$ cat config.mk
export PLATFORM = sky130hd
export DESIGN_NAME = pss_cfg_regs
export DESIGN_NICKNAME = d
export VERILOG_FILES = /design/src/pss_pkg.sv /design/src/pss_cfg_regs.sv
export SDC_FILE = /design/constraint.sdc
export NUM_CORES = 1
export LEC_CHECK = 0
export BUFFER_PORTS_ARGS = -buffer_cell sky130_fd_sc_hd__clkbuf_2
export CORE_MARGIN = 2
export CORE_UTILIZATION = 35
export CTS_CLUSTER_SIZE = 28
export DETAILED_ROUTE_END_ITERATION = 10
export GPL_ROUTABILITY_DRIVEN = 1
export GPL_TIMING_DRIVEN = 0
export PLACE_DENSITY = 0.58
export REMOVE_ABC_BUFFERS = 1
export SKIP_CTS_REPAIR_TIMING = 1
export SYNTH_ARGS = -nofsm -noshare
export SYNTH_HDL_FRONTEND = slang
export SYNTH_SLANG_ARGS = --single-unit
$ cat constraint.sdc
create_clock -name clk -period 1.78 [get_ports clk]
set_input_delay 0.178 -clock clk [delete_from_list [all_inputs] [get_ports clk]]
set_output_delay 0.178 -clock clk [all_outputs]
set_load 0.03 [all_outputs]
$ cat src/pss_pkg.sv
package pss_pkg;

    // Field widths.
    localparam int SPEED_W  = 16;
    localparam int GAIN_W   = 16;
    localparam int LIMIT_W  = 23;
    localparam int DRIVE_W  = 13;
    localparam int ERR_W    = SPEED_W + 1;
    localparam int DERR_W   = ERR_W + 1;

    // Controller constants.
    localparam int OUT_LIMIT  = 4000;
    localparam int SUM_WIDTH  = 24;
    localparam int DRIVE_SHIFT = 8;

    // Working width for the clamped sum: must hold sum plus error and +/- limit.
    localparam int CLAMP_W = (SUM_WIDTH + 1 > LIMIT_W + 1) ? SUM_WIDTH + 1 : LIMIT_W + 1;

    // Product and accumulation widths (gains are zero-extended to signed).
    localparam int PROD_P_W = GAIN_W + 1 + ERR_W;
    localparam int PROD_I_W = GAIN_W + 1 + SUM_WIDTH;
    localparam int PROD_D_W = GAIN_W + 1 + DERR_W;
    localparam int RAW_W    = PROD_I_W + 2;
    localparam int SHIFT_W  = RAW_W - DRIVE_SHIFT;

    localparam logic signed [CLAMP_W-1:0] SUM_MAX_C =
        CLAMP_W'({1'b0, {(SUM_WIDTH - 1){1'b1}}});
    localparam logic signed [CLAMP_W-1:0] SUM_MIN_C = -SUM_MAX_C - CLAMP_W'(1);

    localparam logic signed [SHIFT_W-1:0] OUT_MAX_S = SHIFT_W'(OUT_LIMIT);
    localparam logic signed [SHIFT_W-1:0] OUT_MIN_S = -OUT_MAX_S;

    localparam logic signed [DRIVE_W-1:0] DRIVE_MAX = DRIVE_W'(OUT_LIMIT);
    localparam logic signed [DRIVE_W-1:0] DRIVE_MIN = -DRIVE_MAX;

    // Configuration port.
    localparam int CFG_INDEX_W = 3;
    localparam int CFG_DATA_W  = LIMIT_W;

    localparam logic [CFG_INDEX_W-1:0] CFG_TARGET_SPEED   = 3'd0;
    localparam logic [CFG_INDEX_W-1:0] CFG_GAIN_P         = 3'd1;
    localparam logic [CFG_INDEX_W-1:0] CFG_GAIN_I         = 3'd2;
    localparam logic [CFG_INDEX_W-1:0] CFG_GAIN_D         = 3'd3;
    localparam logic [CFG_INDEX_W-1:0] CFG_INTEGRAL_LIMIT = 3'd4;

    localparam logic signed [SPEED_W-1:0] TARGET_RESET = 16'sd0;
    localparam logic [GAIN_W-1:0]         GAIN_P_RESET = 16'd7680;
    localparam logic [GAIN_W-1:0]         GAIN_I_RESET = 16'd3840;
    localparam logic [GAIN_W-1:0]         GAIN_D_RESET = 16'd512;
    localparam logic [LIMIT_W-1:0]        LIMIT_RESET  = 23'd266;

    typedef struct packed {
        logic signed [SPEED_W-1:0] target_speed;
        logic [GAIN_W-1:0]         gain_p;
        logic [GAIN_W-1:0]         gain_i;
        logic [GAIN_W-1:0]         gain_d;
        logic [LIMIT_W-1:0]        integral_limit;
    } cfg_t;

    // Error terms handed from the error stage to the multiplier stage.
    typedef struct packed {
        logic signed [ERR_W-1:0]     err;
        logic signed [SUM_WIDTH-1:0] sum;
        logic signed [DERR_W-1:0]    derr;
    } err_terms_t;

    // Registered products handed to the output stage.
    typedef struct packed {
        logic signed [PROD_P_W-1:0] prod_p;
        logic signed [PROD_I_W-1:0] prod_i;
        logic signed [PROD_D_W-1:0] prod_d;
    } products_t;

endpackage

$ cat src/pss_cfg_regs.sv
module pss_cfg_regs (
    input  logic                              clk,
    input  logic                              rst_n,
    input  logic                              cfg_write,
    input  logic [pss_pkg::CFG_INDEX_W-1:0]   cfg_index,
    input  logic [pss_pkg::CFG_DATA_W-1:0]    cfg_data,
    output pss_pkg::cfg_t                     cfg
);
    import pss_pkg::*;

    cfg_t cfg_reg;
    cfg_t cfg_next;

    always_comb
    begin
        cfg_next = cfg_reg;
        if (cfg_write)
        begin
            case (cfg_index)
                CFG_TARGET_SPEED:   cfg_next.target_speed   = $signed(cfg_data[SPEED_W-1:0]);
                CFG_GAIN_P:         cfg_next.gain_p         = cfg_data[GAIN_W-1:0];
                CFG_GAIN_I:         cfg_next.gain_i         = cfg_data[GAIN_W-1:0];
                CFG_GAIN_D:         cfg_next.gain_d         = cfg_data[GAIN_W-1:0];
                CFG_INTEGRAL_LIMIT: cfg_next.integral_limit = cfg_data[LIMIT_W-1:0];
                default:            cfg_next = cfg_reg;
            endcase
        end
    end

    always_ff @(posedge clk or negedge rst_n)
    begin
        if (!rst_n)
        begin
            cfg_reg.target_speed   <= TARGET_RESET;
            cfg_reg.gain_p         <= GAIN_P_RESET;
            cfg_reg.gain_i         <= GAIN_I_RESET;
            cfg_reg.gain_d         <= GAIN_D_RESET;
            cfg_reg.integral_limit <= LIMIT_RESET;
        end
        else
        begin
            cfg_reg <= cfg_next;
        end
    end

    assign cfg = cfg_reg;

endmodule

Yosys cells after proc, flatten, opt, wreduce, memory -nomap -nowiden
Index checks and enable logic that the tools add are counted.
- bits in registers: 87
- latch bits: 0
- RAM bits: 0
- ROM bits: 0
- input port bits: 29
- output and inout port bits: 87
- logic and storage cells: 15
- memories: 0
- $add $sub $neg: 0
- multiply operators: 0
- divide/modulo/power cells: 0
- magnitude comparators: 0
- eq/ne operators: 4
- shift operators: 0
- mux-type cells: 0
- bitwise gates (word level): 0
- reductions and logical operators: 6
- operators by type and width (kind ; number):
    AND reduction 2 bit ; 5
    == test 3 x 2 -> 1 bit (second input constant) ; 2
    == test 3 x 1 -> 1 bit (second input constant) ; 1
    == test 3 bit (second input constant) ; 1
    zero test 3 bit ; 1

Depth between registers and ports, before layout
- depth after elaboration: 2
- depth in mapped cells: 4
- mapped depth without buffers: 2

Worst setup path before layout
No wires, ideal clock.
- kind: input-to-reg
- start point: input cfg_index[0] (netlist bit)
- end point: register cfg_reg (netlist bit cfg[71])
- library setup time: 0.125 ns
- arrival time: 1.138 ns
- required time: 1.655 ns
- slack: 0.517 ns
- stages: 3
- cells stage by stage: nor4b_4 > buf_6 > mux2_2
- word-level cells in the longest chain between the ends: 2
- ends and longest elaborated chain (item ; line ; RTL):
    start: declaration ; pss_cfg_regs.sv:5 ; input logic [pss_pkg::CFG_INDEX_W-1:0] cfg_index,
    zero test 3 bit ; pss_cfg_regs.sv:19 ; case (cfg_index)
    AND reduction 2 bit (no line) ; - ;
    end signal: assignment ; pss_cfg_regs.sv:42 ; cfg_reg <= cfg_next;
    end: declaration ; pss_cfg_regs.sv:11 ; cfg_t cfg_reg;
No other way between the ends.
A chain may end at the register's enable or synchronous reset.

Worst setup path in the final report
- start point: input cfg_index[0] (netlist bit)
- end point: register cfg_reg (netlist bit cfg[86])
The elaborated chain is that of the path after synthesis.

==> reports/qor.csv <==
metric,value,unit
Synth warnings,0,
vias in the first global route,1976,
synthesized area per cell,17.78,um^2
RSZ-0062 raised after global routing,false,
Leakage,2.008,nW
DP Cell Count,425,
Pwr Density,1410,nW/um^2
count of cell types in the netlist,11,
min Tclk post-route,1.606,ns
achievable clock frequency,622.7,MHz
Cells after Synth,188,
fin. max-slew vios,0,
Yosys top cell by area,dfrtp_1,
Detail Placement HPWL,4.828,mm
"Core Util, Final",0.4596,
"Clk pin slew, worst setup/hold paths",0.10,ns
post-synthesis sequential area ratio,0.6559,
# setup viols final,0,
Total Neg Setup Slack,0,ns
layout cells sized above 1,0.7540,
CTS Root Cell,clkbuf_8,
Hold Path Class,in2reg,
Worst setup SP type,input port,
status,"complete, no violations",
async set-reset flop share out of synthesis,1.000,
# DRC,0,
FP Rows,35,
Worst Setup End Kind,register,
Hold Crit Depth,2,
Max clock buf depth,2,
first-pass GRT wire length,10.78,mm
synth cell count leaders,"mux2_2 (86), dfrtp_1 (75), dfstp_2 (12)",
latest clock arrival within the worst-skew pair,0.33,ns
CTS tree,built,
dpl ws,-0.2429,ns
"Worst Path Class, Setup",in2reg,
clock sink count,87,
Inserted Diodes,0,
drt total wl,6.958,mm
CTS buffer count,9,
layout net count,337,
critical path data arrival time,1.83,ns
I/O Pins,116,
routed vias,2015,
number of synthesized flops with an enable pin,0,
core area,9240,um^2
synthesized area,3342,um^2
post-route design area,4247,um^2
post-route ant nets,0,
largest net degree at the start of global routing,45,
gp weighted congestion,0.6589,
die area,10350,um^2
worst path required time,2.01,ns
initial core utilization,0.3617,
DR vias/cell,4.559,
Synth Flop Type,dfrtp_1,
Max-Cap Viols,0,
antenna violations before repair,0,
CTS H-tree lvls,3,
gr usage total,0.1387,
cells taking the most area after synthesis,"dfrtp_1 (56%), mux2_2 (29%), dfstp_2 (9.4%)",
total gr overflow,0,
Iter 0 DRT Violations,24,
count of input and output buffers,115,
area delta synth->final,27.07,%
R2R depth,1,
Fin. Hold Viols,0,
Worst Path Max Fanout,16,
Layout Skew,0,ns
total power,5.988,mW
Final Non-Filler Cells,442,
Area after DPL,4031,um^2
die height,101.7,um
share of the synthesized area in the top cell type,0.5616,
hold_ws,0.05199,ns
actual slew at the worst max-slew pin,1.217,ns
die width,101.7,um
Final WS setup,0.1741,ns
synthesized flop and latch total,87,
WL per Instance,15.74,um
headroom to the max-slew limit,0.1849,
most frequent cell after synthesis,mux2_2,
number of flip-flops in the largest register,87,
fin crit share,0.9022,
Worst VDD drop,681.9,uV
Pre-Repair DR Iteration Count,4,
==> critical path: stages <==
cell and delay, ns:
clkbuf_2 0.16, nor4b_4 1.07, mux2_2 0.42
==> placed cells by master, fill, tap and decap left out, drive strengths merged <==
| cell type | n |
|---|---|
| clkbuf | 125 |
| clkinvlp | 2 |
| and4bb | 2 |
| nor4bb | 1 |
| nand4b | 1 |
| bufinv | 1 |
| mux2 | 87 |
| buf | 2 |
| dfrtp | 75 |
| dlygate4sd3 | 1 |
| dfstp | 12 |
| inv | 2 |
| nor4b | 1 |
| clkinv | 1 |
==> worst paths after layout <==
check / start / end / slack [ns]
max in group asynchronous: rst_n / cfg[32]$_DFFE_PN1P_ / 0.67
worst max-delay path: cfg_index[0] / cfg[86]$_DFFE_PN0P_ / 0.17
min in group asynchronous: rst_n / cfg[16]$_DFFE_PN0P_ / 0.40
worst max register to register: cfg[5]$_DFFE_PN0P_ / cfg[5]$_DFFE_PN0P_ / 1.00
worst min-delay path: cfg_data[17] / cfg[17]$_DFFE_PN0P_ / 0.05
worst min register to register: cfg[51]$_DFFE_PN0P_ / cfg[51]$_DFFE_PN0P_ / 0.51
==> layer usage <==
metal / track usage / wire length, um / share of wire
met2: 0.2232 / 3571 / 0.51
met1: 0.1796 / 2965 / 0.43
met3: 0.04486 / 359 / 0.052
met5: 0 / 0 / 0
met4: 0.04054 / 62 / 0.0089
==> kinds of logic (layout without fill, tap and decap cells) <==
group                  after synthesis  in the layout  synth area share
buffers and inverters                9            134           0.02883
AND/OR/NAND/NOR                      5              5           0.02209
flip-flops                          87             87            0.6559
multiplexers                        87             87            0.2931
==> cell type report <==
type | count | area, um^2
clock buffers | 10 | 137.6
fillers | 876 | 4994
flip-flops and latches | 87 | 2192
well taps | 129 | 161.4
repair buffers | 118 | 619.3
multi-input cells | 92 | 1069
clock inverters | 6 | 67.56
==> report_power, final <==
group / leakage [nW] / switching [mW] / internal [mW]
logic: 0.883 / 1.27 / 0.643
registers: 1.03 / 0.215 / 2.45
clock network: 0.0993 / 0.709 / 0.695
total: 2.01 / 2.20 / 3.79
Note: power is estimated with default switching activity, not from simulation.
