<file path="src/pss_pkg.sv">
package pss_pkg;

    // Field widths.
    localparam int SPEED_W  = 16;
    localparam int GAIN_W   = 16;
    localparam int LIMIT_W  = 23;
    localparam int DRIVE_W  = 13;
    localparam int ERR_W    = SPEED_W + 1;
    localparam int DERR_W   = ERR_W + 1;

    // Controller constants.
    localparam int OUT_LIMIT  = 4000;
    localparam int SUM_WIDTH  = 24;
    localparam int DRIVE_SHIFT = 8;

    // Working width for the clamped sum: must hold sum plus error and +/- limit.
    localparam int CLAMP_W = (SUM_WIDTH + 1 > LIMIT_W + 1) ? SUM_WIDTH + 1 : LIMIT_W + 1;

    // Product and accumulation widths (gains are zero-extended to signed).
    localparam int PROD_P_W = GAIN_W + 1 + ERR_W;
    localparam int PROD_I_W = GAIN_W + 1 + SUM_WIDTH;
    localparam int PROD_D_W = GAIN_W + 1 + DERR_W;
    localparam int RAW_W    = PROD_I_W + 2;
    localparam int SHIFT_W  = RAW_W - DRIVE_SHIFT;

    localparam logic signed [CLAMP_W-1:0] SUM_MAX_C =
        CLAMP_W'({1'b0, {(SUM_WIDTH - 1){1'b1}}});
    localparam logic signed [CLAMP_W-1:0] SUM_MIN_C = -SUM_MAX_C - CLAMP_W'(1);

    localparam logic signed [SHIFT_W-1:0] OUT_MAX_S = SHIFT_W'(OUT_LIMIT);
    localparam logic signed [SHIFT_W-1:0] OUT_MIN_S = -OUT_MAX_S;

    localparam logic signed [DRIVE_W-1:0] DRIVE_MAX = DRIVE_W'(OUT_LIMIT);
    localparam logic signed [DRIVE_W-1:0] DRIVE_MIN = -DRIVE_MAX;

    // Configuration port.
    localparam int CFG_INDEX_W = 3;
    localparam int CFG_DATA_W  = LIMIT_W;

    localparam logic [CFG_INDEX_W-1:0] CFG_TARGET_SPEED   = 3'd0;
    localparam logic [CFG_INDEX_W-1:0] CFG_GAIN_P         = 3'd1;
    localparam logic [CFG_INDEX_W-1:0] CFG_GAIN_I         = 3'd2;
    localparam logic [CFG_INDEX_W-1:0] CFG_GAIN_D         = 3'd3;
    localparam logic [CFG_INDEX_W-1:0] CFG_INTEGRAL_LIMIT = 3'd4;

    localparam logic signed [SPEED_W-1:0] TARGET_RESET = 16'sd0;
    localparam logic [GAIN_W-1:0]         GAIN_P_RESET = 16'd7680;
    localparam logic [GAIN_W-1:0]         GAIN_I_RESET = 16'd3840;
    localparam logic [GAIN_W-1:0]         GAIN_D_RESET = 16'd512;
    localparam logic [LIMIT_W-1:0]        LIMIT_RESET  = 23'd266;

    typedef struct packed {
        logic signed [SPEED_W-1:0] target_speed;
        logic [GAIN_W-1:0]         gain_p;
        logic [GAIN_W-1:0]         gain_i;
        logic [GAIN_W-1:0]         gain_d;
        logic [LIMIT_W-1:0]        integral_limit;
    } cfg_t;

    // Error terms handed from the error stage to the multiplier stage.
    typedef struct packed {
        logic signed [ERR_W-1:0]     err;
        logic signed [SUM_WIDTH-1:0] sum;
        logic signed [DERR_W-1:0]    derr;
    } err_terms_t;

    // Registered products handed to the output stage.
    typedef struct packed {
        logic signed [PROD_P_W-1:0] prod_p;
        logic signed [PROD_I_W-1:0] prod_i;
        logic signed [PROD_D_W-1:0] prod_d;
    } products_t;

endpackage

</file>
<file path="src/pss_out_stage.sv">
module pss_out_stage (
    input  logic                                  clk,
    input  logic                                  rst_n,
    input  logic                                  up_valid,
    output logic                                  up_ready,
    input  pss_pkg::products_t                    prods,
    output logic                                  valid,
    input  logic                                  down_ready,
    output logic signed [pss_pkg::DRIVE_W-1:0]    drive,
    output logic                                  drive_saturated
);
    import pss_pkg::*;

    logic                      valid_reg;
    logic signed [DRIVE_W-1:0] drive_reg;
    logic                      sat_reg;

    logic signed [RAW_W-1:0]   raw;
    logic signed [SHIFT_W-1:0] shifted;
    logic signed [SHIFT_W-1:0] clipped;
    logic                      sat_next;
    logic signed [DRIVE_W-1:0] drive_next;
    logic                      load;

    assign up_ready = !valid_reg || down_ready;
    assign load     = up_valid && up_ready;

    always_comb
    begin
        raw = RAW_W'(prods.prod_p) + RAW_W'(prods.prod_i) + RAW_W'(prods.prod_d);
        // Dropping the low bits of a two's complement value rounds toward minus infinity.
        shifted  = raw[RAW_W-1:DRIVE_SHIFT];
        clipped  = shifted;
        sat_next = 1'b0;
        if (shifted > OUT_MAX_S)
        begin
            clipped  = OUT_MAX_S;
            sat_next = 1'b1;
        end
        else if (shifted < OUT_MIN_S)
        begin
            clipped  = OUT_MIN_S;
            sat_next = 1'b1;
        end
        drive_next = clipped[DRIVE_W-1:0];
    end

    always_ff @(posedge clk or negedge rst_n)
    begin
        if (!rst_n)
            valid_reg <= 1'b0;
        else if (up_ready)
            valid_reg <= up_valid;
    end

    always_ff @(posedge clk)
    begin
        if (load)
        begin
            drive_reg <= drive_next;
            sat_reg   <= sat_next;
        end
    end

    assign valid           = valid_reg;
    assign drive           = drive_reg;
    assign drive_saturated = sat_reg;

endmodule

</file>
<file path="config.mk">
export PLATFORM = sky130hd
export DESIGN_NAME = pss_out_stage
export DESIGN_NICKNAME = d
export VERILOG_FILES = /design/src/pss_pkg.sv /design/src/pss_out_stage.sv
export SDC_FILE = /design/constraint.sdc
export NUM_CORES = 1
export LEC_CHECK = 0
export ABC_AREA = 1
export BUFFER_PORTS_ARGS = -buffer_cell sky130_fd_sc_hd__buf_4
export CAP_MARGIN = 20
export CORE_MARGIN = 5
export CORE_UTILIZATION = 56
export DETAILED_ROUTE_END_ITERATION = 7
export GPL_TIMING_DRIVEN = 1
export PLACE_DENSITY = 0.83
export SYNTH_ARGS = -nofsm -noshare
export SYNTH_HDL_FRONTEND = slang
export SYNTH_SLANG_ARGS = --single-unit
</file>
<file path="constraint.sdc">
create_clock -name clk -period 1.7 [get_ports clk]
set_input_delay 0.34 -clock clk [delete_from_list [all_inputs] [get_ports clk]]
set_output_delay 0.34 -clock clk [all_outputs]
set_load 0.05 [all_outputs]
</file>
==> impl_results.html, run 1 <==
<table>
<tr><th>Metric</th><th>Value</th></tr>
<tr><th colspan="2">Status</th></tr>
<tr><td>Outcome</td><td>stopped before the end</td></tr>
<tr><td>Last flow stage reached</td><td>5_1_grt</td></tr>
<tr><td>Error that halted the flow</td><td>[ERROR GRT-0232] Routing congestion too high. Check the congestion heatmap in the GUI.</td></tr>
<tr><th colspan="2">Floorplan</th></tr>
<tr><td>Effective utilization at floorplan</td><td>57.25%</td></tr>
<tr><td>Die Y</td><td>107.2 microns</td></tr>
<tr><td># rows</td><td>35</td></tr>
<tr><td>Number of top-level design ports</td><td>130</td></tr>
<tr><td>Horizontal extent of the die</td><td>107.2 microns</td></tr>
<tr><th colspan="2">Synth</th></tr>
<tr><td>Share of synthesized registers carrying an async set or reset</td><td>6.667%</td></tr>
<tr><td>Post-synth cell types</td><td>29</td></tr>
<tr><td>Synthesized area</td><td>5290 sq um</td></tr>
<tr><td>Mean Syn Cell Area</td><td>5.586 sq um</td></tr>
<tr><td>Largest area contributor in the synthesized netlist</td><td>sky130_fd_sc_hd__nand2_1</td></tr>
<tr><td>Syn nets</td><td>1142</td></tr>
<tr><td>Count of mapped cells out of synthesis</td><td>947</td></tr>
<tr><td>Total of flip-flops plus latches after synthesis</td><td>15</td></tr>
<tr><td>Count of flip-flops with a built-in enable after synthesis</td><td>14</td></tr>
<tr><td>Fraction of post-synthesis cell area in the top cell type by area</td><td>26.04%</td></tr>
<tr><td>Most frequent cell after synthesis</td><td>sky130_fd_sc_hd__nand2_1</td></tr>
<tr><td>Main flop type after synthesis</td><td>sky130_fd_sc_hd__edfxtp_1</td></tr>
<tr><td>Number of synthesis warnings</td><td>0</td></tr>
<tr><td>Sequential area share after synthesis</td><td>8.420%</td></tr>
<tr><td>Biggest area contributors in the synthesized netlist</td><td>sky130_fd_sc_hd__nand2_1 (26%), sky130_fd_sc_hd__inv_1 (15%), sky130_fd_sc_hd__fa_1 (15%), sky130_fd_sc_hd__ha_1 (9.7%), sky130_fd_sc_hd__edfxtp_1 (7.9%)</td></tr>
<tr><td>Top cell types by occurrence after synthesis</td><td>sky130_fd_sc_hd__nand2_1 (367), sky130_fd_sc_hd__inv_1 (217), sky130_fd_sc_hd__nor2_1 (88), sky130_fd_sc_hd__nand3_1 (60), sky130_fd_sc_hd__ha_1 (41)</td></tr>
<tr><th colspan="2">Place</th></tr>
<tr><td>Placed cell area</td><td>7616 sq um</td></tr>
<tr><td>Last weighted congestion value of the routability-driven placer</td><td>1.029</td></tr>
<tr><td>Post-Place Setup Slack</td><td>-1.777 ns</td></tr>
<tr><td># port buffers</td><td>129</td></tr>
<tr><td>Half-perimeter wire length after placement</td><td>16760 microns</td></tr>
<tr><th colspan="2">Clock tree</th></tr>
<tr><td>H-tree depth</td><td>1</td></tr>
<tr><td>Clk root buf</td><td>sky130_fd_sc_hd__clkbuf_8</td></tr>
<tr><td>CTS Buf Count</td><td>3</td></tr>
<tr><td>Max Root-Sink Buffers</td><td>2</td></tr>
<tr><td>Clock tree sinks</td><td>15</td></tr>
<tr><th colspan="2">STA</th></tr>
<tr><td>Worst endpoint type</td><td>register data pin</td></tr>
<tr><td>Worst-slack endpoint at the end of global-route timing repair</td><td>drive[9]$_SDFFCE_PN1P_/D</td></tr>
<tr><th colspan="2">Global route</th></tr>
<tr><td>Pin count of the biggest net entering global routing</td><td>15</td></tr>
<tr><td>Remaining global-route overflow</td><td>963</td></tr>
<tr><td>Total GRT Usage</td><td>95.71%</td></tr>
</table>
-- metrics by stage --
stage | cells | setup TNS, ns | hold WS (ns) | utilization [%]
after global placement | 1308 | -21.71 | 0.1156 | 82.42
after floorplan | 947 | -15.03 | 0.04441 | -
after CTS | 1328 | -17.59 | 0.3097 | 90.30
after detailed placement | 1308 | -23.71 | 0.1170 | 82.42
-- kinds of logic after synthesis --
kind of cell / share of synthesized area, %
simple gates: 45.41
buf+inv: 15.61
fa+ha+maj: 24.83
compound gates: 5.558
flops: 8.420
xor+xnor: 0.1656
-- metal layers --
metal	GRT usage [%]	overflow
met1	81.77	23
met2	126.1	703
met3	74.17	5
met4	108.9	226
met5	50.00	6
-- timing repair --
item | CTS
endpoints found under the hold margin | 1
gates cloned | 1
buffers inserted | 15
hold buffers | 1
setup endpoints to repair | 14
pin swaps | 84
resized for setup | 149
==> inputs of run 2 (changes only) <==
--- a/config.mk
+++ b/config.mk
@@ -9,10 +9,10 @@
 export BUFFER_PORTS_ARGS = -buffer_cell sky130_fd_sc_hd__buf_4
 export CAP_MARGIN = 20
 export CORE_MARGIN = 5
-export CORE_UTILIZATION = 56
+export CORE_UTILIZATION = 40
 export DETAILED_ROUTE_END_ITERATION = 7
 export GPL_TIMING_DRIVEN = 1
-export PLACE_DENSITY = 0.83
+export PLACE_DENSITY_LB_ADDON = 0.15
 export SYNTH_ARGS = -nofsm -noshare
 export SYNTH_HDL_FRONTEND = slang
 export SYNTH_SLANG_ARGS = --single-unit
==> run 2 against run 1 <==
Against the previous run:
- the flow now finishes, with violations (negative setup slack)
- area after synthesis did not move
- synthesized cell count is the same
==> impl_results.html, run 2 <==
<table>
<tr><th>Metric</th><th>Value</th></tr>
<tr><th colspan="2">Synth</th></tr>
<tr><td>Syn nets</td><td>1142 (unchanged)</td></tr>
<tr><td>Count of mapped cells out of synthesis</td><td>947 (unchanged)</td></tr>
<tr><td>Most frequent cell after synthesis</td><td>sky130_fd_sc_hd__nand2_1</td></tr>
<tr><td>Biggest area contributors in the synthesized netlist</td><td>sky130_fd_sc_hd__nand2_1 (26%), sky130_fd_sc_hd__inv_1 (15%), sky130_fd_sc_hd__fa_1 (15%), sky130_fd_sc_hd__ha_1 (9.7%), sky130_fd_sc_hd__edfxtp_1 (7.9%)</td></tr>
<tr><td>Count of flip-flops with a built-in enable after synthesis</td><td>14 (unchanged)</td></tr>
<tr><td>Fraction of post-synthesis cell area in the top cell type by area</td><td>26.04% (unchanged)</td></tr>
<tr><td>Synthesized area</td><td>5290 sq um (unchanged)</td></tr>
<tr><td>Total of flip-flops plus latches after synthesis</td><td>15 (unchanged)</td></tr>
<tr><td>Top cell types by occurrence after synthesis</td><td>sky130_fd_sc_hd__nand2_1 (367), sky130_fd_sc_hd__inv_1 (217), sky130_fd_sc_hd__nor2_1 (88), sky130_fd_sc_hd__nand3_1 (60), sky130_fd_sc_hd__ha_1 (41)</td></tr>
<tr><td>Mean Syn Cell Area</td><td>5.586 sq um (unchanged)</td></tr>
<tr><td>Number of synthesis warnings</td><td>0 (unchanged)</td></tr>
<tr><td>Sequential area share after synthesis</td><td>8.420% (unchanged)</td></tr>
<tr><td>Largest area contributor in the synthesized netlist</td><td>sky130_fd_sc_hd__nand2_1</td></tr>
<tr><td>Main flop type after synthesis</td><td>sky130_fd_sc_hd__edfxtp_1</td></tr>
<tr><td>Share of synthesized registers carrying an async set or reset</td><td>6.667% (unchanged)</td></tr>
<tr><td>Post-synth cell types</td><td>29 (unchanged)</td></tr>
<tr><th colspan="2">Global route</th></tr>
<tr><td>Global-route met1 utilization</td><td>27.06%</td></tr>
<tr><td>Remaining global-route overflow</td><td>0</td></tr>
<tr><td>Total GRT Usage</td><td>22.06%</td></tr>
<tr><td>Pin count of the biggest net entering global routing</td><td>15</td></tr>
<tr><td>Vias in the first global route</td><td>6398</td></tr>
<tr><td>First-pass GRT wire length</td><td>29280 microns</td></tr>
<tr><td>Grt peak-use layer</td><td>met2</td></tr>
<tr><td>Global routing usage on met2</td><td>42.14%</td></tr>
<tr><td>Number of antenna violations at the first check in global routing</td><td>0</td></tr>
<tr><td>Global routing met3 resource utilization</td><td>1.962%</td></tr>
<tr><th colspan="2">STA</th></tr>
<tr><td>Unrepaired setup endpoints after global routing</td><td>true</td></tr>
<tr><td>Setup-violating endpoint count in the final report</td><td>14</td></tr>
<tr><td>Clock skew</td><td>0.0007487 ns</td></tr>
<tr><td>Clock period minus final worst setup slack</td><td>3.087 ns</td></tr>
<tr><td>Max Fclk</td><td>323.9 MHz</td></tr>
<tr><td>Pins over their slew limit</td><td>0</td></tr>
<tr><td>Crit share post-route</td><td>181.6%</td></tr>
<tr><td>Remaining max-slew budget at the tightest pin</td><td>74.71%</td></tr>
<tr><td>Hold slack</td><td>0.3112 ns</td></tr>
<tr><td>Count of endpoints failing hold in the final timing report</td><td>0</td></tr>
<tr><td>Setup slack of the critical path after layout</td><td>-1.387 ns</td></tr>
<tr><td>Setup TNS after final layout</td><td>-18.38 ns</td></tr>
<tr><td>Slew at the pin closest to its max-slew limit</td><td>0.3760 ns</td></tr>
<tr><th colspan="2">Layout</th></tr>
<tr><td>Synthesis-to-finish area growth</td><td>66.98%</td></tr>
<tr><td>Share of final-layout standard cells stronger than drive strength 1</td><td>45.06%</td></tr>
<tr><td>Final design utilization</td><td>67.51%</td></tr>
<tr><td>Diode insertion count for antenna repair</td><td>0</td></tr>
<tr><td>Multi-input logic area</td><td>5274 sq um</td></tr>
<tr><td>Non-filler instance count after layout</td><td>1381</td></tr>
<tr><td>Number of flip-flops in the largest register</td><td>13</td></tr>
<tr><td>Flip-flop and latch area</td><td>445.4 sq um</td></tr>
<tr><td>Final net count</td><td>1401</td></tr>
<tr><td>Most frequent standard cell in the layout excluding fill and tap cells</td><td>sky130_fd_sc_hd__nand2_1</td></tr>
<tr><td>Highest-count cells in the layout ignoring fill and taps</td><td>sky130_fd_sc_hd__nand2_1 (252), sky130_fd_sc_hd__buf_4 (241), sky130_fd_sc_hd__inv_1 (195)</td></tr>
<tr><td>Fill count</td><td>1254</td></tr>
<tr><th colspan="2">Place</th></tr>
<tr><td>Last weighted congestion value of the routability-driven placer</td><td>0.9676 (-6.0%)</td></tr>
<tr><td>Half-perimeter wire length after placement</td><td>15610 microns (-6.9%)</td></tr>
<tr><td>Placed Cells</td><td>1364 (+4.3%)</td></tr>
<tr><td># port buffers</td><td>129 (unchanged)</td></tr>
<tr><th colspan="2">Floorplan</th></tr>
<tr><td>Std-Cell Core Area</td><td>13090 sq um</td></tr>
<tr><td># rows</td><td>42 (+20%)</td></tr>
<tr><td>Area enclosed by the die boundary</td><td>15630 sq um</td></tr>
<tr><td>Die Y</td><td>125 microns (+17%)</td></tr>
<tr><td>Number of top-level design ports</td><td>130 (unchanged)</td></tr>
<tr><td>Horizontal extent of the die</td><td>125 microns (+17%)</td></tr>
<tr><td>Effective utilization at floorplan</td><td>40.43% (-17 points)</td></tr>
<tr><th colspan="2">Worst hold path</th></tr>
<tr><td>Class of the most critical hold timing path</td><td>primary input to flip-flop</td></tr>
<tr><th colspan="2">Clock tree</th></tr>
<tr><td>Clock tree sinks</td><td>15 (unchanged)</td></tr>
<tr><td>H-tree depth</td><td>1 (unchanged)</td></tr>
<tr><td>Max Root-Sink Buffers</td><td>2 (unchanged)</td></tr>
<tr><td>CTS tree</td><td>built</td></tr>
<tr><td>Clock transition at path regs</td><td>0.05 ns</td></tr>
<tr><td>Clk root buf</td><td>sky130_fd_sc_hd__clkbuf_16</td></tr>
<tr><td>CTS Buf Count</td><td>3 (unchanged)</td></tr>
<tr><td>Clock latency on the worst-skew pair</td><td>0.24 ns</td></tr>
<tr><th colspan="2">Critical path</th></tr>
<tr><td>Type of the worst setup path</td><td>primary input to flip-flop</td></tr>
<tr><td>Startpoint class of the critical path</td><td>primary input</td></tr>
<tr><td>Worst reg-to-reg setup slack</td><td>0.63 ns</td></tr>
<tr><td>Arrival time of the worst setup path</td><td>3.08 ns</td></tr>
<tr><td>Required arrival time at the worst endpoint</td><td>1.69 ns</td></tr>
<tr><td>Peak fanout along the critical path</td><td>8</td></tr>
<tr><td>Crit path capture type</td><td>flip-flop</td></tr>
<tr><th colspan="2">Pwr</th></tr>
<tr><td>Maximum ir drop on the vdd rail</td><td>0.0004543 V</td></tr>
<tr><td>Leakage</td><td>4.636 nW</td></tr>
<tr><td>Power per cell area</td><td>821.3 nW/um^2</td></tr>
<tr><th colspan="2">Status</th></tr>
<tr><td>Outcome</td><td>finished, violations left</td></tr>
<tr><td>Violations in the final reports</td><td>negative setup slack</td></tr>
<tr><th colspan="2">Drt</th></tr>
<tr><td>Total via count in the routed design</td><td>6542</td></tr>
<tr><td>DRC violations left</td><td>0</td></tr>
<tr><td>Number of antenna-violating nets in the routed design</td><td>0</td></tr>
<tr><td>Iteration-0 DRC count of the detailed router</td><td>322</td></tr>
<tr><td>Number of detailed-route iterations in the first pass</td><td>5</td></tr>
<tr><td>DRT Wirelength</td><td>18030 microns</td></tr>
<tr><td>Average routed wire per standard cell</td><td>13.05 microns</td></tr>
<tr><td>Post-detailed-route via-to-cell ratio</td><td>4.737</td></tr>
<tr><th colspan="2">Job</th></tr>
<tr><td>Maximum capacitance violations</td><td>0</td></tr>
</table>
## run 2: cell counts after synthesis
No cell type changed its count.
## run 2: kinds of logic after synthesis
kind of cell,after synthesis,synth area share [%]
xor+xnor,1,0.1656
flops,15,8.420
simple gates,575,45.41
compound gates,55,5.558
fa+ha+maj,81,24.83
buf+inv,220,15.61
## run 2: stage by stage
step           total power [mW]  worst slack [ns]  cell area, sq um
2_1_floorplan             3.743            -1.138              5713
3_3_place_gp              5.723            -1.733              7767
3_5_place_dp              5.756            -1.737              7767
4_1_cts                   6.645            -1.351              8305
5_1_grt                   7.897            -1.603              8833
6_report                  7.254            -1.387              8833
## run 2: report_power, final
group | total, mW | switching, mW | internal (mW)
registers | 0.520 | 0.0162 | 0.504
logic | 6.30 | 3.59 | 2.70
clock network | 0.438 | 0.126 | 0.312
## run 2: layout make-up
type / instances / area share (%)
multi-input combinational: 712 / 59.70
timing repair buffer: 254 / 22.42
inverter: 220 / 9.433
sequential: 15 / 5.042
tap: 176 / 2.493
clock buffer: 3 / 0.8499
clock inverter: 1 / 0.05666
## run 2: final timing paths
| check | endpoint | cells after the start | startpoint |
|---|---|---|---|
| setup / recovery | drive[9] | 19 | prods[34] |
| max in group asynchronous | valid | 2 | rst_n |
| min in group asynchronous | valid | 2 | rst_n |
| hold reg to reg | valid | 2 | valid |
| setup reg to reg | drive[7] | 2 | valid |
| hold / removal | valid | 3 | up_valid |
## run 2: timing repair
action | CTS | global route
pin swaps | 59 | 80
setup buffers | 7 | 5
resized for setup | 107 | 149
hold buffers | 1 | 0
gates cloned | 0 | 0
setup endpoints to repair | 14 | 14
endpoints found under the hold margin | 1 | 0
## run 2: worst max-delay path: stages
cell and delay (ns):
sky130_fd_sc_hd__buf_4 0.14, sky130_fd_sc_hd__fa_1 0.47, sky130_fd_sc_hd__ha_1 0.32, sky130_fd_sc_hd__buf_4 0.13
sky130_fd_sc_hd__nand2_1 0.07, sky130_fd_sc_hd__inv_1 0.09, sky130_fd_sc_hd__nand2_1 0.09, sky130_fd_sc_hd__buf_4 0.15
sky130_fd_sc_hd__nor4_2 0.23, sky130_fd_sc_hd__nand2_2 0.11, sky130_fd_sc_hd__nand3_1 0.09, sky130_fd_sc_hd__nand2_1 0.05
sky130_fd_sc_hd__nand2_1 0.13, sky130_fd_sc_hd__inv_1 0.07, sky130_fd_sc_hd__nand3_2 0.11, sky130_fd_sc_hd__nor2_4 0.04
sky130_fd_sc_hd__nor2_4 0.22, sky130_fd_sc_hd__buf_6 0.14, sky130_fd_sc_hd__o21ai_1 0.05
## run 2: metal layers
metal	share of wire, %	vias up
met4	1.9	0
met3	4.4	26
met1	42	2958
li1	-	3398
met5	0	-
met2	52	160
Note: power is estimated with default switching activity, not from simulation.
