`src/pss_pkg.sv`:
```
package pss_pkg;

    // Field widths.
    localparam int SPEED_W  = 16;
    localparam int GAIN_W   = 16;
    localparam int LIMIT_W  = 23;
    localparam int DRIVE_W  = 13;
    localparam int ERR_W    = SPEED_W + 1;
    localparam int DERR_W   = ERR_W + 1;

    // Controller constants.
    localparam int OUT_LIMIT  = 4000;
    localparam int SUM_WIDTH  = 24;
    localparam int DRIVE_SHIFT = 8;

    // Working width for the clamped sum: must hold sum plus error and +/- limit.
    localparam int CLAMP_W = (SUM_WIDTH + 1 > LIMIT_W + 1) ? SUM_WIDTH + 1 : LIMIT_W + 1;

    // Product and accumulation widths (gains are zero-extended to signed).
    localparam int PROD_P_W = GAIN_W + 1 + ERR_W;
    localparam int PROD_I_W = GAIN_W + 1 + SUM_WIDTH;
    localparam int PROD_D_W = GAIN_W + 1 + DERR_W;
    localparam int RAW_W    = PROD_I_W + 2;
    localparam int SHIFT_W  = RAW_W - DRIVE_SHIFT;

    localparam logic signed [CLAMP_W-1:0] SUM_MAX_C =
        CLAMP_W'({1'b0, {(SUM_WIDTH - 1){1'b1}}});
    localparam logic signed [CLAMP_W-1:0] SUM_MIN_C = -SUM_MAX_C - CLAMP_W'(1);

    localparam logic signed [SHIFT_W-1:0] OUT_MAX_S = SHIFT_W'(OUT_LIMIT);
    localparam logic signed [SHIFT_W-1:0] OUT_MIN_S = -OUT_MAX_S;

    localparam logic signed [DRIVE_W-1:0] DRIVE_MAX = DRIVE_W'(OUT_LIMIT);
    localparam logic signed [DRIVE_W-1:0] DRIVE_MIN = -DRIVE_MAX;

    // Configuration port.
    localparam int CFG_INDEX_W = 3;
    localparam int CFG_DATA_W  = LIMIT_W;

    localparam logic [CFG_INDEX_W-1:0] CFG_TARGET_SPEED   = 3'd0;
    localparam logic [CFG_INDEX_W-1:0] CFG_GAIN_P         = 3'd1;
    localparam logic [CFG_INDEX_W-1:0] CFG_GAIN_I         = 3'd2;
    localparam logic [CFG_INDEX_W-1:0] CFG_GAIN_D         = 3'd3;
    localparam logic [CFG_INDEX_W-1:0] CFG_INTEGRAL_LIMIT = 3'd4;

    localparam logic signed [SPEED_W-1:0] TARGET_RESET = 16'sd0;
    localparam logic [GAIN_W-1:0]         GAIN_P_RESET = 16'd7680;
    localparam logic [GAIN_W-1:0]         GAIN_I_RESET = 16'd3840;
    localparam logic [GAIN_W-1:0]         GAIN_D_RESET = 16'd512;
    localparam logic [LIMIT_W-1:0]        LIMIT_RESET  = 23'd266;

    typedef struct packed {
        logic signed [SPEED_W-1:0] target_speed;
        logic [GAIN_W-1:0]         gain_p;
        logic [GAIN_W-1:0]         gain_i;
        logic [GAIN_W-1:0]         gain_d;
        logic [LIMIT_W-1:0]        integral_limit;
    } cfg_t;

    // Error terms handed from the error stage to the multiplier stage.
    typedef struct packed {
        logic signed [ERR_W-1:0]     err;
        logic signed [SUM_WIDTH-1:0] sum;
        logic signed [DERR_W-1:0]    derr;
    } err_terms_t;

    // Registered products handed to the output stage.
    typedef struct packed {
        logic signed [PROD_P_W-1:0] prod_p;
        logic signed [PROD_I_W-1:0] prod_i;
        logic signed [PROD_D_W-1:0] prod_d;
    } products_t;

endpackage

```
`src/pss_err_stage.sv`:
```
module pss_err_stage (
    input  logic                                  clk,
    input  logic                                  rst_n,
    input  pss_pkg::cfg_t                         cfg,
    input  logic                                  up_valid,
    output logic                                  up_ready,
    input  logic signed [pss_pkg::SPEED_W-1:0]    meas,
    output logic                                  valid,
    input  logic                                  down_ready,
    output pss_pkg::err_terms_t                   terms
);
    import pss_pkg::*;

    logic                        valid_reg;
    err_terms_t                  terms_reg;
    logic signed [SUM_WIDTH-1:0] error_sum_reg;
    logic signed [ERR_W-1:0]     prev_err_reg;

    logic signed [ERR_W-1:0]     err_next;
    logic signed [CLAMP_W-1:0]   sum_wide;
    logic signed [CLAMP_W-1:0]   lim_pos;
    logic signed [CLAMP_W-1:0]   lim_neg;
    logic signed [CLAMP_W-1:0]   sum_lim;
    logic signed [CLAMP_W-1:0]   sum_sat;
    logic signed [SUM_WIDTH-1:0] sum_next;
    logic signed [DERR_W-1:0]    derr_next;
    logic                        load;

    assign up_ready = !valid_reg || down_ready;
    assign load     = up_valid && up_ready;

    always_comb
    begin
        err_next = ERR_W'(cfg.target_speed) - ERR_W'(meas);
        sum_wide = CLAMP_W'(error_sum_reg) + CLAMP_W'(err_next);
        lim_pos  = CLAMP_W'($signed({1'b0, cfg.integral_limit}));
        lim_neg  = -lim_pos;

        // The integral limit only applies while a target is set.
        sum_lim = sum_wide;
        if (cfg.target_speed != '0)
        begin
            if (sum_wide > lim_pos)
                sum_lim = lim_pos;
            else if (sum_wide < lim_neg)
                sum_lim = lim_neg;
        end

        sum_sat = sum_lim;
        if (sum_lim > SUM_MAX_C)
            sum_sat = SUM_MAX_C;
        else if (sum_lim < SUM_MIN_C)
            sum_sat = SUM_MIN_C;

        sum_next  = sum_sat[SUM_WIDTH-1:0];
        derr_next = DERR_W'(err_next) - DERR_W'(prev_err_reg);
    end

    always_ff @(posedge clk or negedge rst_n)
    begin
        if (!rst_n)
        begin
            valid_reg     <= 1'b0;
            error_sum_reg <= '0;
            prev_err_reg  <= '0;
        end
        else
        begin
            if (up_ready)
                valid_reg <= up_valid;
            if (load)
            begin
                error_sum_reg <= sum_next;
                prev_err_reg  <= err_next;
            end
        end
    end

    always_ff @(posedge clk)
    begin
        if (load)
        begin
            terms_reg.err  <= err_next;
            terms_reg.sum  <= sum_next;
            terms_reg.derr <= derr_next;
        end
    end

    assign valid = valid_reg;
    assign terms = terms_reg;

endmodule

```
`config.mk`:
```
export PLATFORM = sky130hd
export DESIGN_NAME = pss_err_stage
export DESIGN_NICKNAME = d
export VERILOG_FILES = /design/src/pss_pkg.sv /design/src/pss_err_stage.sv
export SDC_FILE = /design/constraint.sdc
export NUM_CORES = 1
export LEC_CHECK = 0
export BUFFER_PORTS_ARGS = -buffer_cell sky130_fd_sc_hd__buf_2
export CELL_PAD_IN_SITES_DETAIL_PLACEMENT = 1
export CELL_PAD_IN_SITES_GLOBAL_PLACEMENT = 2
export CORE_ASPECT_RATIO = 0.7
export CORE_MARGIN = 1
export CORE_UTILIZATION = 31
export CTS_BUF_LIST = sky130_fd_sc_hd__clkbuf_2 sky130_fd_sc_hd__clkbuf_4 sky130_fd_sc_hd__clkbuf_8
export DETAILED_ROUTE_END_ITERATION = 8
export HOLD_SLACK_MARGIN = 0.02
export PLACE_DENSITY = 0.87
export SLEW_MARGIN = 20
export SYNTH_ARGS = -nofsm -noshare
export SYNTH_HDL_FRONTEND = slang
export SYNTH_SLANG_ARGS = --single-unit
```
`constraint.sdc`:
```
create_clock -name clk -period 4.7 [get_ports clk]
set_input_delay 0.47 -clock clk [delete_from_list [all_inputs] [get_ports clk]]
set_output_delay 0.47 -clock clk [all_outputs]
set_load 0.01 [all_outputs]
```
; After elaboration in Yosys (flattened, before gate mapping)
; Cells that the tools add are included.
[totals]
ff_bits = 101
input_bits = 107
output_inout_bits = 61
word_cells = 23
[op_classes]
addsub = 4
n_lt_le_gt_ge = 4
muxes = 5
reduce_logical = 4
[ops]
columns = op, count
row1 = 2-to-1 mux 25 bit, 3
row2 = 2-to-1 mux 24 bit, 2
row3 = adder 24 x 17 -> 25 bit, 1
row4 = > comparator 25 x 24 -> 1 bit, 1
row5 = > comparator 25 x 24 -> 1 bit (second input constant), 1
row6 = < comparator 25 x 24 -> 1 bit (second input constant), 1
row7 = < comparator 25 bit, 1
row8 = negation 23 -> 25 bit, 1
row9 = subtractor 17 x 17 -> 18 bit, 1
row10 = subtractor 16 x 16 -> 17 bit, 1
row11 = nonzero test 16 bit, 1
row12 = logical AND 1 bit, 1
row13 = zero test 1 bit, 1
row14 = logical OR 1 bit, 1

; Depth between registers and ports, before layout
; Gate-level depths: netlist (run 1).
[logic_depth]
word_depth = 9
mapped_depth = 37
depth_no_buf = 35

; Worst setup path after synthesis (run 1)
; Ideal clock, no wire load.
[synth_timing]
path_type = input-to-reg
start = input port cfg[71] (netlist bit)
end = register terms_reg (netlist bit terms[18]), data pin
t_arrival_ns = 7.437
slack_ns = -2.992
path_stages = 33
path_buffers = 0
cell_sequence = inv_1 ha_1 fa_1 nor2b_1 o21ai_0 a21boi_0 o21ai_0 a21boi_0 o21ai_0 a21boi_0 o311ai_0 a311oi_1 o21a_1 o31ai_1 ha_1 a21o_1 a21oi_1 nand3_1 o21ai_0 nor2b_1 nor2_1 xnor2_1 ha_1 a2111o_1 a211oi_1 o211ai_1 a21oi_1 o31ai_1 a311o_1 a31o_4 mux2i_4 a221o_1 and2_1
[synth_via]
elab_chain_cells = 9
elab_cells_between_ends = 12
classes_between = add/sub: 2 / order compare: 4 / mux: 5 / reduce/logical: 1
[synth_lines]
columns = element, line_no
row1 = "start, declared", pss_err_stage.sv:4  ; input pss_pkg::cfg_t cfg,
row2 = subtractor 16 x 16 -> 17 bit (*), pss_err_stage.sv:34  ; err_next = ERR_W'(cfg.target_speed) - ERR_W'(meas);
row3 = net err_next[16], pss_err_stage.sv:19  ; logic signed [ERR_W-1:0] err_next;
row4 = adder 24 x 17 -> 25 bit (*), pss_err_stage.sv:35  ; sum_wide = CLAMP_W'(error_sum_reg) + CLAMP_W'(err_next);
row5 = < comparator 25 bit, pss_err_stage.sv:45  ; else if (sum_wide < lim_neg)
row6 = 2-to-1 mux 25 bit, pss_err_stage.sv:45
row7 = 2-to-1 mux 25 bit, pss_err_stage.sv:43  ; if (sum_wide > lim_pos)
row8 = 2-to-1 mux 25 bit (*), pss_err_stage.sv:41  ; if (cfg.target_speed != '0)
row9 = < comparator 25 x 24 -> 1 bit, pss_err_stage.sv:52  ; else if (sum_lim < SUM_MIN_C)
row10 = 2-to-1 mux 24 bit, pss_err_stage.sv:52
row11 = 2-to-1 mux 24 bit (*), pss_err_stage.sv:50  ; if (sum_lim > SUM_MAX_C)
row12 = net sum_sat[0], pss_err_stage.sv:24  ; logic signed [CLAMP_W-1:0] sum_sat;
row13 = "end, declared", pss_err_stage.sv:15  ; err_terms_t terms_reg;
; Mark *: on every way through the listed nets, which the timed path passes. The rest lies on a longest branch.
; A chain may end at the register's enable or synchronous reset.

; Worst setup path in the final report (run 1)
[layout_timing]
start = input port cfg[71] (netlist bit)
end = register error_sum_reg[10]
[layout_via]
elab_chain_cells = 9
elab_cells_between_ends = 12
classes_between = add/sub: 2 / order compare: 4 / mux: 5 / reduce/logical: 1
[layout_lines]
columns = element, line_no
row1 = subtractor 16 x 16 -> 17 bit (*), pss_err_stage.sv:34
row2 = net err_next[16], pss_err_stage.sv:19
row3 = adder 24 x 17 -> 25 bit (*), pss_err_stage.sv:35
row4 = < comparator 25 bit, pss_err_stage.sv:45
row5 = 2-to-1 mux 25 bit, pss_err_stage.sv:45
row6 = 2-to-1 mux 25 bit, pss_err_stage.sv:43
row7 = 2-to-1 mux 25 bit (*), pss_err_stage.sv:41
row8 = < comparator 25 x 24 -> 1 bit, pss_err_stage.sv:52
row9 = 2-to-1 mux 24 bit, pss_err_stage.sv:52
row10 = 2-to-1 mux 24 bit (*), pss_err_stage.sv:50
row11 = "end signal, assigned", pss_err_stage.sv:73  ; error_sum_reg <= sum_next;
row12 = "end, declared", pss_err_stage.sv:16  ; logic signed [SUM_WIDTH-1:0] error_sum_reg;
; Marked as above.

==> summary.txt, run 1 <==
Layout
  • Syn-to-layout area delta: 50.1%
  • Number of flip-flops under the largest register name: 59
  • Inserted Diodes: 0
  • Commonest non-fill, non-tap cells in the layout: 252 x buf_4, 117 x buf_2, 99 x ha_1
  • Layout cell share with drive strength beyond 1: 40.0%
  • NumNets Final: 1,610
  • Final core utilization: 47.3%
  • Commonest non-fill, non-tap cell in the layout: buf_4

Detailed routing
  • Via/cell ratio: 5.39
  • # DRC: 0
  • Iteration-0 DRC Markers: 632
  • WL/cell: 20.6 um
  • First-pass DRT Iterations: 5
  • Routed WL: 36,400 um
  • ANT nets after route: 0
  • Vias: 9,528

Floorplanning
  • Die X: 203 um
  • Initial Util: 31.5%
  • Chip height: 143 um
  • FP Rows: 51
  • # IOs: 168
  • Core footprint: 27,800 um2
  • Die Area: 28,900 um2

Clock tree
  • Root Buffer: clkbuf_8
  • Max Root-Sink Buffers: 2
  • Clock sink total: 101
  • Num CTS Buffers: 9
  • Worst skew pair latency: 0.40 ns
  • Clock transition at path regs: 0.11 ns
  • H-Tree Depth: 3
  • CTS tree: built
  • Cts hold-fix bufs: 0

Synthesis
  • Share of flip-flops with an asynchronous set or reset: 41.6%
  • Synth top area cells: edfxtp_1 20%, ha_1 15%, dfrtp_1 12%
  • Mapped Area: 8750 um2
  • Synth Instances: 1,010
  • Synth Flop Type: edfxtp_1
  • Synth Register Bits: 101
  • Yosys warnings: 0
  • Post-synth EDFFs: 59
  • Post-synthesis cell type count: 73
  • Synth area leader: edfxtp_1
  • Mapped Avg Cell Area: 8.67 um2
  • Syn_nets: 1,227
  • Post-synthesis sequential area ratio: 32.3%
  • Synth top area share: 20.2%

Worst setup path
  • Worst path bufs/invs: 9
  • Top delay family on crit path: compound AO/OA/AOI/OAI gates
  • CP max FO: 4
  • CP Depth: 41
  • Critical path's most frequent cell: o21ai_2
  • CP max stage cell: a2111o_1
  • Crit path kind: in -> reg
  • Crit path required time: 5.02 ns
  • Reg2reg path depth: 28
  • CP peak stage delay: 0.43 ns
  • Crit path capture type: flop
  • Critical Path AT: 7.36 ns
  • Crit start category: primary input

Global route
  • Wire length of the first global-routing pass: 54,500 um
  • Largest net degree at the start of global routing: 51
  • GRT overflow: 0
  • Initial antenna violation count: 0
  • Global-route usage over all layers: 24.4%
  • Vias in the first global route: 9,795

Place
  • HPWL Detailed: 26,700 um
  • Global placer's final weighted congestion: 0.891
  • Worst slack at placement: -3.15 ns
  • Port-buffer cells: 119

Outcome
  • Status: finished, violations left
  • Failing checks: setup timing

Timing
  • RSZ-0062 raised after global routing: true
  • Final WS setup: -2.34 ns
  • Final Hold Vio Count: 0
  • Fin crit period: 7.04 ns
  • Fmax: 142 MHz
  • Final setup fails: 48
  • Fin crit share: 150%
  • Slew @ Worst Pin: 0.907 ns
  • Pins Over Slew Limit: 0
  • Setup Skew: 0.0190 ns
  • Relative slew slack: 39.5%
  • Hold Slack: 0.175 ns

Flow run
  • Max-Cap Viols: 0

Worst hold path
  • Worst min-delay path class: in -> async
-- through the flow --
stage / cells / instance area, um2 / TNS, ns
after floorplan: 1010 / 8980 / -89.69
after global placement: 1712 / 11800 / -133.62
after detailed placement: 1712 / 11800 / -142.88
after CTS: 1757 / 12700 / -109.02
after global routing: 1769 / 13100 / -123.54
final: 1769 / 13100 / -108.78
-- final timing paths --
| check | slack, ns | startpoint | endpoint |
|---|---|---|---|
| worst min register to register | 0.49 | prev_err_reg[15] | prev_err_reg[15] |
| worst max-delay path | -2.34 | cfg[71] | error_sum_reg[10] |
| worst max register to register | -1.10 | error_sum_reg[1] | error_sum_reg[10] |
| min in group clk | 0.28 | up_valid | valid |
| worst min-delay path | 0.17 | rst_n | error_sum_reg[6] |
| max in group asynchronous | 4.08 | rst_n | prev_err_reg[16] |
-- Yosys cell counts, drive strengths merged, types with 10 or more instances --
cell and instances:
ha 107, clkbuf 22, a31oi 11, a22oi 16, nand2b 16, o31ai 22, nor2b 16, nor3 18
a21oi 59, a211oi 13, nand4 13, dfrtp 42, xnor2 44, o21ai 75, nand3 22, xor2 12
edfxtp 59, inv 92, a21o 20, nor2 101, nand2 85, nand3b 12, buf 16, or3 10
-- cell type report --
type,count,area [um2]
fill,3267,14600
multi-input combinational,778,6140
timing repair buffer,410,3090
sequential,101,2820
tap,371,464
inverter,93,363
clock buffer,10,138
clock inverter,6,118
-- metal layers --
layer | global-route usage [%] | vias to the layer above | part of all wire (%)
li1 | - | 4424 | -
met1 | 35.2 | 4784 | 48
met2 | 39.0 | 273 | 46
met3 | 3.55 | 47 | 5.2
met4 | 3.80 | 0 | 1.4
met5 | 0 | - | 0
-- kinds of logic (layout without fill, tap and decap cells) --
| logic type | count (synthesis) | in the layout | synth area share [%] |
|---|---|---|---|
| flip-flops | 101 | 101 | 32.3 |
| adder cells (fa/ha/maj) | 110 | 110 | 16.0 |
| AO/OA/AOI/OAI | 281 | 281 | 21.0 |
| multiplexers | 5 | 5 | 0.758 |
| AND/OR/NAND/NOR | 326 | 326 | 18.3 |
| buffers and inverters | 131 | 519 | 6.10 |
| XOR/XNOR | 56 | 56 | 5.60 |
-- what timing repair did --
item,4_1_cts,5_1_grt
pin swaps,68,49
setup buffers,25,13
hold endpoints to repair,0,0
setup endpoints to repair,48,48
cloned,6,0
resized for setup,106,69
Power of run 1 is not shown: default switching activity piles up to over one toggle a cycle in this logic, so the estimate is an artifact.
==> run 2: changes to the inputs <==
CTS_CLUSTER_SIZE = 24   (was unset)
GPL_TIMING_DRIVEN = 0   (was unset)
==> summary.txt, run 2 (synthesis results as in run 1) <==
Outcome
  • Status: finished, violations left
  • Failing checks: setup timing

Layout
  • Filler cells: 3,279 (+0.37%)
  • Layout cell share with drive strength beyond 1: 30.0% (-10 points)
  • Commonest non-fill, non-tap cells in the layout: 113 x buf_2, 95 x ha_1, 89 x inv_1
  • Commonest non-fill, non-tap cell in the layout: buf_2
  • NumNets Final: 1,413 (-12%)
  • Number of flip-flops under the largest register name: 59 (unchanged)
  • Syn-to-layout area delta: 31.9%
  • Inserted Diodes: 0 (unchanged)

Worst setup path
  • Critical Path AT: 7.38 ns (+0.02 ns)
  • Crit start category: primary input
  • CP peak stage delay: 0.46 ns (+0.03 ns)
  • Crit path kind: in -> reg
  • CP max stage cell: a2111o_1
  • Crit path required time: 4.85 ns (-0.17 ns)
  • Crit path capture type: flop
  • Worst setup path startpoint: meas[1]
  • CP max FO: 6 (+2)
  • Worst path bufs/invs: 6 (-3)
  • Reg2reg start: error_sum_reg[1]
  • Top delay family on crit path: compound AO/OA/AOI/OAI gates
  • R2r setup slk: -1.27 ns (-0.17 ns)
  • FF-to-FF End: terms[24]
  • CP Depth: 34 (-17%)
  • Reg2reg path depth: 23 (-18%)

Place
  • HPWL Detailed: 24,400 um (-8.5%)
  • Port-buffer cells: 113 (-5.0%)
  • Global placer's final weighted congestion: 0.910 (+2.2%)
  • Worst slack at placement: -4.41 ns (-1.25 ns)

Clock tree
  • H-Tree Depth: 3 (unchanged)
  • Clock sink total: 101 (unchanged)
  • Root Buffer: clkbuf_8
  • CTS tree: built
  • Max Root-Sink Buffers: 2 (unchanged)
  • Worst skew pair latency: 0.40 ns (about the same)
  • Cts hold-fix bufs: 0 (unchanged)
  • Num CTS Buffers: 9 (unchanged)
  • Clock transition at path regs: 0.11 ns (about the same)

Timing
  • Fin crit share: 154% (+4.1 points)
  • Relative slew slack: 33.6% (-5.9 points)
  • Final Hold Vio Count: 0 (unchanged)
  • Fmax: 138 MHz (-2.6%)
  • Final WS setup: -2.53 ns (-0.191 ns)
  • Fin crit period: 7.23 ns (+0.191 ns)
  • Pins Over Slew Limit: 0 (unchanged)
  • RSZ-0062 raised after global routing: true
  • Setup Skew: 0.0180 ns (-0.00103 ns)
  • Final setup fails: 48 (unchanged)
  • Slew @ Worst Pin: 0.987 ns (+0.0796 ns)

Global route
  • Initial antenna violation count: 0 (unchanged)
  • Wire length of the first global-routing pass: 49,100 um (-10%)
  • Global-route usage over all layers: 22.1% (-2.3 points)
  • Vias in the first global route: 8,537 (-13%)
  • Largest net degree at the start of global routing: 56 (+9.8%)
  • GRT overflow: 0 (unchanged)

Floorplanning
  • Die Area: 28,900 um2 (unchanged)
  • FP Rows: 51 (unchanged)
  • Chip height: 143 um (unchanged)
  • # IOs: 168 (unchanged)
  • Core footprint: 27,800 um2 (unchanged)
  • Initial Util: 31.5% (unchanged)
  • Die X: 203 um (unchanged)

Detailed routing
  • Iteration-0 DRC Markers: 667 (+5.5%)
  • WL/cell: 20.8 um (+1.0%)
  • Routed WL: 32,700 um (-10%)
  • # DRC: 0 (unchanged)
  • ANT nets after route: 0 (unchanged)
  • Via/cell ratio: 5.44 (+0.97%)
  • First-pass DRT Iterations: 5 (unchanged)
  • Vias: 8,549 (-10%)

Worst hold path
  • Worst min-delay path class: in -> async

Flow run
  • Max-Cap Viols: 0 (unchanged)
## run 2: repair_timing
action,CTS,global route
setup buffers,35,26
gates resized for setup,115,74
pin swaps,61,31
setup endpoints to repair,48,50
cloned,2,1
hold endpoints to repair,0,0
## run 2: through the flow
stage	hold slack, ns	std cells	util, %	instance area, um2	setup TNS (ns)
finish	0.0674	1572	41.6	11500	-117.87
global route	0.102	1572	41.6	11500	-131.55
floorplan	0.174	1010	-	8980	-89.69
global placement	0.467	1494	36.1	10000	-186.89
detailed placement	0.476	1495	36.2	10000	-195.41
CTS	0.264	1547	39.8	11000	-111.35
## run 2: layout make-up
class	instances	area (um2)	area share, %
repair buffers	177	1180	10.2
multi-input cells	778	6240	54.1
inverters	93	362	3.13
flip-flops and latches	101	2820	24.5
well taps	371	464	4.02
clock inverters	7	80.1	0.694
clock buffers	9	124	1.07
plain buffers	36	274	2.37
## run 2: worst max-delay path by stage
stage	end
after detailed placement	terms[28]
after global placement	terms[31]
after CTS	terms[28]
after floorplan	terms[18]
after global routing	error_sum_reg[16]
final	terms[24]
## run 2: layer usage
metal	vias to the layer above	global-route usage, %	part of all wire, %	wire [um]
li1	4026	-	-	-
met1	4249	32.7	49	16100
met2	247	33.6	43	14200
met3	27	4.08	6.4	2080
met4	0	3.44	0.82	269
met5	-	0	0	0
Power of run 2 is left out for the same reason.
==> run 3: changes to the inputs <==
PLACE_DENSITY = unset   (was 0.87)
PLACE_DENSITY_LB_ADDON = 0.1   (was unset)
==> summary.txt, run 3 (synthesis results as in run 1) <==
Clock tree
  • Max Root-Sink Buffers: 2 (unchanged)
  • Clock transition at path regs: 0.12 ns (about the same)
  • Num CTS Buffers: 9 (unchanged)
  • Worst skew pair latency: 0.42 ns (+0.02 ns)
  • Cts hold-fix bufs: 0 (unchanged)
  • Root Buffer: clkbuf_8
  • H-Tree Depth: 3 (unchanged)
  • Clock sink total: 101 (unchanged)
  • CTS tree: built

Outcome
  • Status: finished, violations left
  • Failing checks: setup timing

Layout
  • Number of flip-flops under the largest register name: 59 (unchanged)
  • Inserted Diodes: 0 (unchanged)
  • Commonest non-fill, non-tap cell in the layout: buf_2
  • NumNets Final: 1,392 (-1.5%)
  • Layout cell share with drive strength beyond 1: 26.3% (-3.7 points)
  • Commonest non-fill, non-tap cells in the layout: 114 x buf_2, 98 x ha_1, 91 x inv_1, 91 x nor2_1, 84 x nand2_1
  • Syn-to-layout area delta: 28.1%
  • Filler cells: 3,247 (-0.98%)

Floorplanning
  • Core footprint: 27,800 um2 (unchanged)
  • Die Area: 28,900 um2 (unchanged)
  • Die X: 203 um (unchanged)
  • Initial Util: 31.5% (unchanged)
  • FP Rows: 51 (unchanged)
  • Chip height: 143 um (unchanged)
  • # IOs: 168 (unchanged)

Global route
  • Initial antenna violation count: 0 (unchanged)
  • Met2 Use GR: 31.7% (-1.9 points)
  • Largest net degree at the start of global routing: 53 (-5.4%)
  • Met1 usage: 35.1% (+2.4 points)
  • Met3 Use GR: 2.66% (-1.4 points)
  • GRT overflow: 0 (unchanged)
  • Vias in the first global route: 8,013 (-6.1%)
  • Wire length of the first global-routing pass: 48,300 um (-1.6%)
  • GR peak layer: met1
  • Global-route usage over all layers: 22.1% (-0.035 points)

Timing
  • Fin crit period: 7.22 ns (-0.00867 ns)
  • Slew @ Worst Pin: 0.911 ns (-0.0765 ns)
  • Relative slew slack: 38.7% (+5.1 points)
  • Final WS setup: -2.52 ns (+0.00867 ns)
  • RSZ-0062 raised after global routing: true
  • TNS Setup: -115.61 ns (+2.26 ns)
  • Fin crit share: 154% (-0.18 points)
  • Fmax: 138 MHz (+0.12%)
  • Pins Over Slew Limit: 0 (unchanged)
  • Final Hold Vio Count: 0 (unchanged)
  • Final setup fails: 48 (unchanged)
  • Setup Skew: 0.0275 ns (+0.00954 ns)

Worst hold path
  • Worst min-delay path class: in -> async

Worst setup path
  • Crit path kind: in -> reg
  • CP max stage cell: a2111o_1
  • Critical path's most frequent cell: o21ai_2
  • CP peak stage delay: 0.36 ns (-0.10 ns)
  • Crit path capture type: flop
  • Crit path required time: 4.86 ns (about the same)
  • Crit start category: primary input
  • Critical Path AT: 7.39 ns (about the same)
  • CP max FO: 7 (+1)

Place
  • HPWL Detailed: 24,700 um (+1.1%)
  • Global placer's final weighted congestion: 0.831 (-8.7%)
  • Port-buffer cells: 113 (unchanged)

Detailed routing
  • # DRC: 0 (unchanged)
  • Via/cell ratio: 5.29 (-2.7%)
  • Vias: 8,209 (-4.0%)
  • Iteration-0 DRC Markers: 530 (-21%)
  • Routed WL: 31,400 um (-3.7%)
  • First-pass DRT Iterations: 5 (unchanged)
  • WL/cell: 20.3 um (-2.4%)
  • ANT nets after route: 0 (unchanged)

Flow run
  • Max-Cap Viols: 0 (unchanged)
## run 3: final cells by class
type                       instances  area (um2)  area share [%]
multi-input combinational        778        6060            54.0
clock buffer                       9         124            1.10
timing repair buffer             154        1000            8.91
buffer                            38         279            2.49
inverter                          93         362            3.22
sequential                       101        2820            25.2
clock inverter                     7         105           0.937
tap                              371         464            4.14
## run 3: final timing paths
kind	endpoint	cells after the start	startpoint	slack [ns]
max	terms[24]	37	meas[2]	-2.52
max in group asynchronous	error_sum_reg[21]	1	rst_n	4.20
max reg2reg	terms[24]	23	error_sum_reg[0]	-1.28
min in group clk	valid	2	up_valid	0.26
min reg2reg	prev_err_reg[1]	2	prev_err_reg[1]	0.50
min	error_sum_reg[1]	1	rst_n	0.04
## run 3: layer usage
metal | wire (um) | share of wire (%)
met5 | 0 | 0
met4 | 191 | 0.61
met3 | 1370 | 4.4
met2 | 12900 | 41
met1 | 17000 | 54
## run 3: per-stage QoR
| step | utilization [%] | hold slack, ns | instances | instance area, um2 | setup WS [ns] |
|---|---|---|---|---|---|
| final | 40.4 | 0.0410 | 1551 | 11200 | -2.52 |
| after global routing | 40.4 | 0.0759 | 1551 | 11200 | -2.74 |
| after CTS | 39.1 | 0.241 | 1537 | 10900 | -2.52 |
| after detailed placement | 36.2 | 0.476 | 1495 | 10000 | -4.51 |
| after global placement | 36.1 | 0.468 | 1494 | 10000 | -4.46 |
| after floorplan | - | 0.174 | 1010 | 8980 | -1.94 |
## run 3: worst max-delay path, delay by kind of cell
kind | cells | cell delay, ns
AOI/OAI and AO/OA | 20 | 4.36
muxes | 1 | 0.25
xor gates and xnor gates | 1 | 0.11
adders and majority gates | 3 | 0.62
buffers and inverters | 6 | 0.90
and+or+nand+nor | 6 | 0.65
## run 3: what timing repair did
| action | in CTS | in global routing |
|---|---|---|
| endpoints found under the hold margin | 0 | 0 |
| cloned | 1 | 2 |
| pin swaps | 45 | 30 |
| endpoints found under the setup margin | 48 | 50 |
| buffers inserted | 26 | 12 |
| resized for setup | 82 | 56 |
Power of run 3 is left out for the same reason.
